===== src/rtl/core/mimp_pkg.sv =====
// ---------------------------------------------------------------------------
// mimp_pkg
// constants and control types shared by the median prox lanes and merge
// ---------------------------------------------------------------------------
package mimp_pkg;

   localparam int DEF_NUM_IMAGES = 8;
   localparam int DEF_VALUE_BITS = 16;
   localparam int MAX_IMAGES     = 8;

   localparam int STEP_BITS            = 16;
   localparam logic [STEP_BITS-1:0] STEP_RESET = 16'd4096;

   // Q.12 product back to Q.6 with round half up
   localparam int FRAC_SHIFT = 6;
   localparam int ROUND_BIAS = 32;

   typedef struct packed {
      logic ld_weight;
      logic ld_prod;
      logic ld_shift;
   } lane_ctl_type;

   typedef struct packed {
      logic ld_rel;
      logic ld_rank;
      logic ld_out;
   } merge_ctl_type;

endpackage


===== src/rtl/core/mimp_lane.sv =====
// ---------------------------------------------------------------------------
// mimp_lane
// one observation: rank weight, scaled step, shifted and saturated estimate
// ---------------------------------------------------------------------------
module mimp_lane #(
   parameter int NUM_IMAGES = mimp_pkg::DEF_NUM_IMAGES,
   parameter int VALUE_BITS = mimp_pkg::DEF_VALUE_BITS,
   parameter int LANE_IDX   = 0
) (
   input  logic                                   clock,
   input  mimp_pkg::lane_ctl_type                 ctl,
   input  logic [mimp_pkg::STEP_BITS-1:0]         step_scale,
   input  logic [NUM_IMAGES-1:0][VALUE_BITS-1:0]  obs_vec,
   input  logic [VALUE_BITS-1:0]                  estimate,
   output logic [VALUE_BITS-1:0]                  obs_out,
   output logic [VALUE_BITS-1:0]                  shifted_out
);
   import mimp_pkg::*;

   localparam int WGT_BITS  = $clog2(NUM_IMAGES) + 1;
   localparam int PROD_BITS = STEP_BITS + 1 + WGT_BITS;
   localparam int ACC_BITS  = ((VALUE_BITS > PROD_BITS) ? VALUE_BITS : PROD_BITS) + 2;
   localparam logic signed [ACC_BITS-1:0] SAT_HI =
      ACC_BITS'((longint'(1) <<< (VALUE_BITS - 1)) - longint'(1));
   localparam logic signed [ACC_BITS-1:0] SAT_LO =
      ACC_BITS'(-(longint'(1) <<< (VALUE_BITS - 1)));

   logic signed [WGT_BITS-1:0]   weight_in, weight_ff;
   logic [VALUE_BITS-1:0]        obs0_ff, est0_ff;
   logic signed [PROD_BITS-1:0]  prod_in, prod_ff;
   logic [VALUE_BITS-1:0]        obs1_ff, est1_ff;
   logic signed [ACC_BITS-1:0]   rounded, acc;
   logic [VALUE_BITS-1:0]        shifted_in, shifted_ff, obs2_ff;

   // rank weight: count below minus count above, ties count as neither
   always_comb begin
      weight_in = '0;
      for (int j = 0; j < NUM_IMAGES; j++) begin
         if ($signed(obs_vec[LANE_IDX]) > $signed(obs_vec[j])) begin
            weight_in = weight_in + WGT_BITS'(1);
         end else if ($signed(obs_vec[LANE_IDX]) < $signed(obs_vec[j])) begin
            weight_in = weight_in - WGT_BITS'(1);
         end
      end
   end

   assign prod_in = PROD_BITS'(signed'({1'b0, step_scale})) * PROD_BITS'(weight_ff);

   always_comb begin
      rounded = (ACC_BITS'(prod_ff) + ACC_BITS'(ROUND_BIAS)) >>> FRAC_SHIFT;
      acc     = rounded + ACC_BITS'($signed(est1_ff));
      if (acc > SAT_HI) begin
         shifted_in = SAT_HI[VALUE_BITS-1:0];
      end else if (acc < SAT_LO) begin
         shifted_in = SAT_LO[VALUE_BITS-1:0];
      end else begin
         shifted_in = acc[VALUE_BITS-1:0];
      end
   end

   always_ff @(posedge clock) begin
      if (ctl.ld_weight) begin
         weight_ff <= weight_in;
         obs0_ff   <= obs_vec[LANE_IDX];
         est0_ff   <= estimate;
      end
      if (ctl.ld_prod) begin
         prod_ff <= prod_in;
         obs1_ff <= obs0_ff;
         est1_ff <= est0_ff;
      end
      if (ctl.ld_shift) begin
         shifted_ff <= shifted_in;
         obs2_ff    <= obs1_ff;
      end
   end

   assign obs_out     = obs2_ff;
   assign shifted_out = shifted_ff;

endmodule


===== config.mk =====
export PLATFORM = sky130hd
export DESIGN_NAME = mimp_lane
export DESIGN_NICKNAME = d
export VERILOG_FILES = /design/src/rtl/core/mimp_pkg.sv /design/src/rtl/core/mimp_lane.sv
export SDC_FILE = /design/constraint.sdc
export NUM_CORES = 1
export LEC_CHECK = 0
export ABC_AREA = 1
export ABC_CLOCK_PERIOD_IN_PS = 4900
export BUFFER_PORTS_ARGS = -buffer_cell sky130_fd_sc_hd__buf_2
export CAP_MARGIN = 5
export CORE_MARGIN = 5
export CORE_UTILIZATION = 52
export DETAILED_ROUTE_END_ITERATION = 8
export PLACE_DENSITY = 0.83
export SLEW_MARGIN = 20
export SYNTH_ARGS = -nofsm -noshare
export SYNTH_HDL_FRONTEND = slang
export SYNTH_SLANG_ARGS = --single-unit
export TNS_END_PERCENT = 5

===== constraint.sdc =====
create_clock -name clock -period 4.9 [get_ports clock]
set_input_delay 0.245 -clock clock [delete_from_list [all_inputs] [get_ports clock]]
set_output_delay 0.245 -clock clock [all_outputs]
set_load 0.01 [all_outputs]

==> metrics.txt, run 1 <==
status=finished clean; DR pass1 iterations=5; top-count cell post-synth=inv_1; crit path launch type=input pin; Max Freq=~0.22 GHz; design area=13,000 um2; syn_nets=1,592; Die Width=between 150 and 200 um; worst hold path cell count=1; Distinct cells, synth=46; most frequent cells after synthesis=inv_1, nand2_1, ha_1; Synth async-reset ratio=0; Clk Tree Root Cell=clkbuf_16; TritonCTS Buffers=17; drt drc=0; clock latency on the worst-skew pair=0.41 ns; sequential-to-total area share from yosys stat=0.332; number of flops mapped to enable cells by yosys=roughly 120; Final Hold Fails=0; Main synth FF type=edfxtp_1; R2R Setup Slk=between 0.4 and 0.5 ns; power density over the cells=447 nW/um2; DRT iter0 DRCs=299; Final period util=0.928; max cap viols=0; worst slew pin tran=0.886 ns; clock slew at reported path FFs=0.05 ns; synthesized area per cell=8.59 um2; Reg power frac=0.272; clock sink count=116; Crit path arrival time=4.71 ns; yosys warns=0; Vias/cell=5.07; Slowest-stage cell, CP=ha_1; starting density of the core=0.524; die area=23,100 um2; Post-Synthesis Cell Area=10,500 um2; initial antenna violation count=7; critical path type=in2reg; Final WS setup=approximately 0.35 ns; clock skew=0.0115 ns; Max FO, Critical Path=4; crit-path max cell delay=around 0.33 ns; fillcell total=between 1,500 and 2,000; Cells after DPL=~1,700; setup violators final=0; DR WL/cell=14.1 um; Final Critical Period=4.55 ns; combinational power share=0.533; top-area cell type share of the netlist area=0.332; nets=1,857; max-slew violations=0; post-synthesis register bit count=~120; pin count of the biggest net entering global routing=49; first-pass GRT wire length=40,400 um; Sw Ratio=0.398; dpl hpwl=between 20,000 and 25,000 um; worst relative slew slack=0.409; DR vias=between 8,000 and 9,000; area grow syn2layout=23.8%; worst vdd ir=~0.25 mV; fin util=0.649; worst r2r path cells=18; Lkg Pwr=6.95 nW; non-filler cells, final=between 1,500 and 2,000; Max clock buf depth=2; Worst R2R Start=weight_ff[3]; Clk pwr share=0.196; Placement Setup Slack=-0.209 ns; FF-to-FF End=prod_ff[20]; wirelength, routed=24,900 um; Area contributors post-synth=edfxtp_1, ha_1, inv_1; port buffer count=195; largest area contributor in the netlist=edfxtp_1; Area after DPL=12,200 um2; CP most frequent cell=ha_1; layout cells sized above 1=0.242; GP Congestion=approximately 0.93; row count=52; total track usage=0.211; Net Sw Power=0.00231 W; Hold Startpoint=estimate[7]; Min-Delay Endpoint=est0_ff[7]; vias in the first global route=9,027; ANT nets after route=0; total core area=20,000 um2; H-tree levels=4; CTS tree=built; grt ovf=0; Critical Path End Type=flop; Int Power=0.00350 W; Die H=152 um; Worst Hold Class=in2reg; WP data required=5.06 ns; Syn Inst Count=1,222; IO Pins=196
## flip-flops by register name (all words and copies together) (netlist names)
signal / count
est1_ff: 16
prod_ff: 16
est0_ff: 16
shifted_out: 16
obs0_ff: 16
obs_out: 16
obs1_ff: 16
weight_ff: 4
## cell usage in the layout (no fill, tap or decap), types with 33 or more instances in the layout
master    synthesis  final
ha_1            177    168
a21oi_1          83     75
buf_2             0    194
nand2_1         244    238
edfxtp_1        116    116
inv_1           258    254
nand3_1          46     42
buf_4             0     52
nor2_1           55     54
o21ai_0          35     33
## per-stage QoR
step | power (W) | TNS [ns] | hold slack [ns]
finish | 0.00581 | 0 | 0.0145
global placement | 0.00445 | -0.179 | 0.401
detailed placement | 0.00459 | -0.490 | 0.405
floorplan | 0.00381 | 0 | 0.344
global route | 0.00636 | -0.0225 | 0.000104
CTS | 0.00579 | 0 | 0.000629
## layout make-up
class / count / area [um2] / area share
multi-input cells: 832 / 6180 / 0.476
flip-flops and latches: 116 / 3480 / 0.268
repair buffers: 253 / 1430 / 0.110
inverters: 267 / 1000 / 0.0771
clock buffers: 18 / 429 / 0.0330
well taps: 270 / 338 / 0.0260
clock inverters: 12 / 116 / 0.00895
diodes: 5 / 12.5 / 0.000963
## layer usage
metal	track usage	up-vias	routed length, um
met5	0	-	23
met1	0.240	4124	9930
met3	0.0404	74	1050
met2	0.382	241	12800
li1	-	4538	-
met4	0.101	4	1100
## how the worst max path moves through the flow
stage,cells past startpoint,end,start,slack (ns)
3_3_place_gp,40,weight_ff[2],obs_vec[13],-0.1
2_1_floorplan,37,weight_ff[2],obs_vec[47],0.19
3_5_place_dp,38,weight_ff[2],obs_vec[13],-0.21
6_report,35,weight_ff[2],obs_vec[13],0.35
4_1_cts,38,weight_ff[2],obs_vec[13],0.22
5_1_grt,42,weight_ff[2],obs_vec[2],-0.02
## kinds of logic (layout without fill, tap and decap cells)
kind of cell | count (synthesis) | count (layout) | share of synthesized area
AO/OA/AOI/OAI | 156 | 156 | 0.0832
XOR/XNOR | 45 | 45 | 0.0375
adder cells (fa/ha/maj) | 206 | 206 | 0.266
buffers and inverters | 274 | 550 | 0.0980
flip-flops | 116 | 116 | 0.332
other | 0 | 5 | 0
AND/OR/NAND/NOR | 425 | 425 | 0.183
## power by group through the flow
stage / Clock, W / Sequential (W) / Combinational (W)
final: 0.00114 / 0.00158 / 0.00310
after CTS: 0.00115 / 0.00158 / 0.00306
after floorplan: 0 / 0.00161 / 0.00220
after detailed placement: 0 / 0.00159 / 0.00299
after global routing: 0.00121 / 0.00160 / 0.00355
after global placement: 0 / 0.00158 / 0.00286
## repair_timing
action                     CTS  global route
setup endpoints to repair    0             3
hold endpoints to repair     5             2
resized for setup            0            38
buffers inserted             0             2
hold buffers                 5             2
## critical path: cells and delay by family
kind,cells,cell delay (ns)
fa+ha+maj,6,1.66
compound gates,10,1.22
simple gates,9,0.76
buf+inv,9,0.66
xor+xnor,1,0.14
(Power assumes the default switching activity.)
==> run 2: changes to the inputs <==
CORE_UTILIZATION = 53   (was 52)
CTS_BUF_LIST = sky130_fd_sc_hd__clkbuf_4   (was not set)
PLACE_DENSITY = 0.85   (was 0.83)
SKIP_CTS_REPAIR_TIMING = 1   (was not set)
==> run 2 against run 1 <==
- via count rose by 0.72%
- final cell count rose by 0.11%
- sequential power barely moved
- clock skew rose by 0.0056 ns
- power fell by 8.8%
- critical path type unchanged
- largest cell class unchanged
==> metrics.txt, run 2 (synthesized netlist as in run 1, its figures left out) <==
status=finished clean; Clk Tree Root Cell=clkbuf_4; WP data required=5.18 ns (+0.12 ns); initial antenna violation count=2 (-5); nets=1,867 (+0.54%); area grow syn2layout=21.2%; max-slew violations=0 (unchanged); FF-to-FF End=prod_ff[19]; family with the most delay on the worst path=adder cells; Critical Path End Type=flop; DR pass1 iterations=7 (+2); Hold Startpoint=obs_vec[4]; DR WL/cell=13.9 um (-0.93%); TritonCTS Buffers=17 (unchanged); total core area=19,500 um2 (-2.9%); R2R Setup Slk=0.39 ns (-0.06 ns); power density over the cells=417 nW/um2 (-6.8%); fin util=0.653 (+0.00495); clock skew=0.0171 ns (+0.00561 ns); drt drc=0 (unchanged); Max clock buf depth=2 (unchanged); Lkg Pwr=6.87 nW (-1.2%); CP bufs+invs=9 (unchanged); Max Freq=0.215 GHz (-2.4%); DRT iter0 DRCs=257 (-14%); IO Pins=196 (unchanged); row count=51 (-1.9%); dpl hpwl=20,700 um (+0.97%); setup violators final=0 (unchanged); Final Critical Period=4.66 ns (+0.110 ns); Crit path arrival time=4.94 ns (+0.23 ns); CP Launch Point=obs_vec[3]; commonest non-fill, non-tap cell in the layout=inv_1; starting density of the core=0.539 (+0.0155); Worst R2R Start=weight_ff[3]; Max FO, Critical Path=4 (unchanged); fillcell total=1,569 (-3.7%); grt ovf=0 (unchanged); crit path launch type=input pin; register area=3480 um2 (unchanged); worst relative slew slack=0.425 (+0.0162); multi-input logic area=6100 um2 (-1.4%); Die H=151 um (-0.89%); max cap viols=0 (unchanged); Final period util=0.951 (+0.0225); worst r2r path cells=17 (-1); Final Hold Fails=0 (unchanged); Slowest-stage cell, CP=ha_1; pin count of the biggest net entering global routing=49 (unchanged); total track usage=0.219 (+0.00793); Die Width=151 um (-0.89%); worst hold path cell count=2 (+1); DR vias=9,046 (+0.72%); final setup TNS=0 ns (unchanged); total power=0.00530 W (-8.8%); Vias/cell=5.10 (+0.61%); worst vdd ir=0.212 mV (-15%); clock sink count=116 (unchanged); worst slew pin tran=0.862 ns (-0.0244 ns); first-pass GRT wire length=39,800 um (-1.5%); Worst Hold Class=in2reg; die area=22,700 um2 (-1.8%); Min-Delay Endpoint=obs0_ff[4]; critical path type=in2reg; crit-path max cell delay=0.32 ns (about the same); commonest cells after routing, fill and taps aside=inv_1, nand2_1, buf_2, ha_1, edfxtp_1; ANT nets after route=0 (unchanged); CTS tree=built; Cells after DPL=1,726 (-0.17%); clock latency on the worst-skew pair=0.51 ns (+0.10 ns); non-filler cells, final=1,775 (+0.11%); layout cells sized above 1=0.234 (-0.00839); GP Congestion=0.938 (+1.2%); wirelength, routed=24,700 um (-0.82%); vias in the first global route=9,004 (-0.25%); H-tree levels=4 (unchanged); clock slew at reported path FFs=0.11 ns (+0.06 ns); port buffer count=195 (unchanged)
==> run 2: report_power, final <==
| part | internal, W | switching [W] |
|---|---|---|
| Combinational | 0.00128 | 0.00180 |
| Sequential | 0.00148 | 0.0000989 |
| Clock | 0.000304 | 0.000347 |
==> run 2: per-stage QoR <==
stage	area (um2)	hold WS, ns	setup WS, ns
finish	12700	0.114	0.241
global route	12700	0.0544	-0.0477
CTS	12400	-0.142	0.242
detailed placement	12200	0.405	-0.358
global placement	12200	0.401	-0.120
floorplan	10500	0.344	0.190
==> run 2: per-layer routing <==
layer | vias to the layer above | share of wire | GRT usage
li1 | 4570 | - | -
met1 | 4154 | 0.40 | 0.245
met2 | 258 | 0.52 | 0.407
met3 | 62 | 0.044 | 0.0388
met4 | 2 | 0.038 | 0.0956
met5 | - | 0.00044 | 0
==> run 2: worst max path at each step <==
stage,endpoint,slack (ns),cells past startpoint
5_1_grt,weight_ff[1],-0.05,41
2_1_floorplan,weight_ff[2],0.19,37
4_1_cts,weight_ff[2],0.24,37
3_3_place_gp,weight_ff[2],-0.12,40
6_report,weight_ff[2],0.24,38
3_5_place_dp,weight_ff[2],-0.36,38
==> run 2: layout make-up <==
| cell class | count | share of cell area |
|---|---|---|
| diodes | 1 | 0.000197 |
| clock buffers | 18 | 0.0106 |
| clock inverters | 13 | 0.0108 |
| inverters | 267 | 0.0788 |
| multi-input cells | 832 | 0.479 |
| flip-flops and latches | 116 | 0.274 |
| well taps | 265 | 0.0261 |
| repair buffers | 263 | 0.120 |
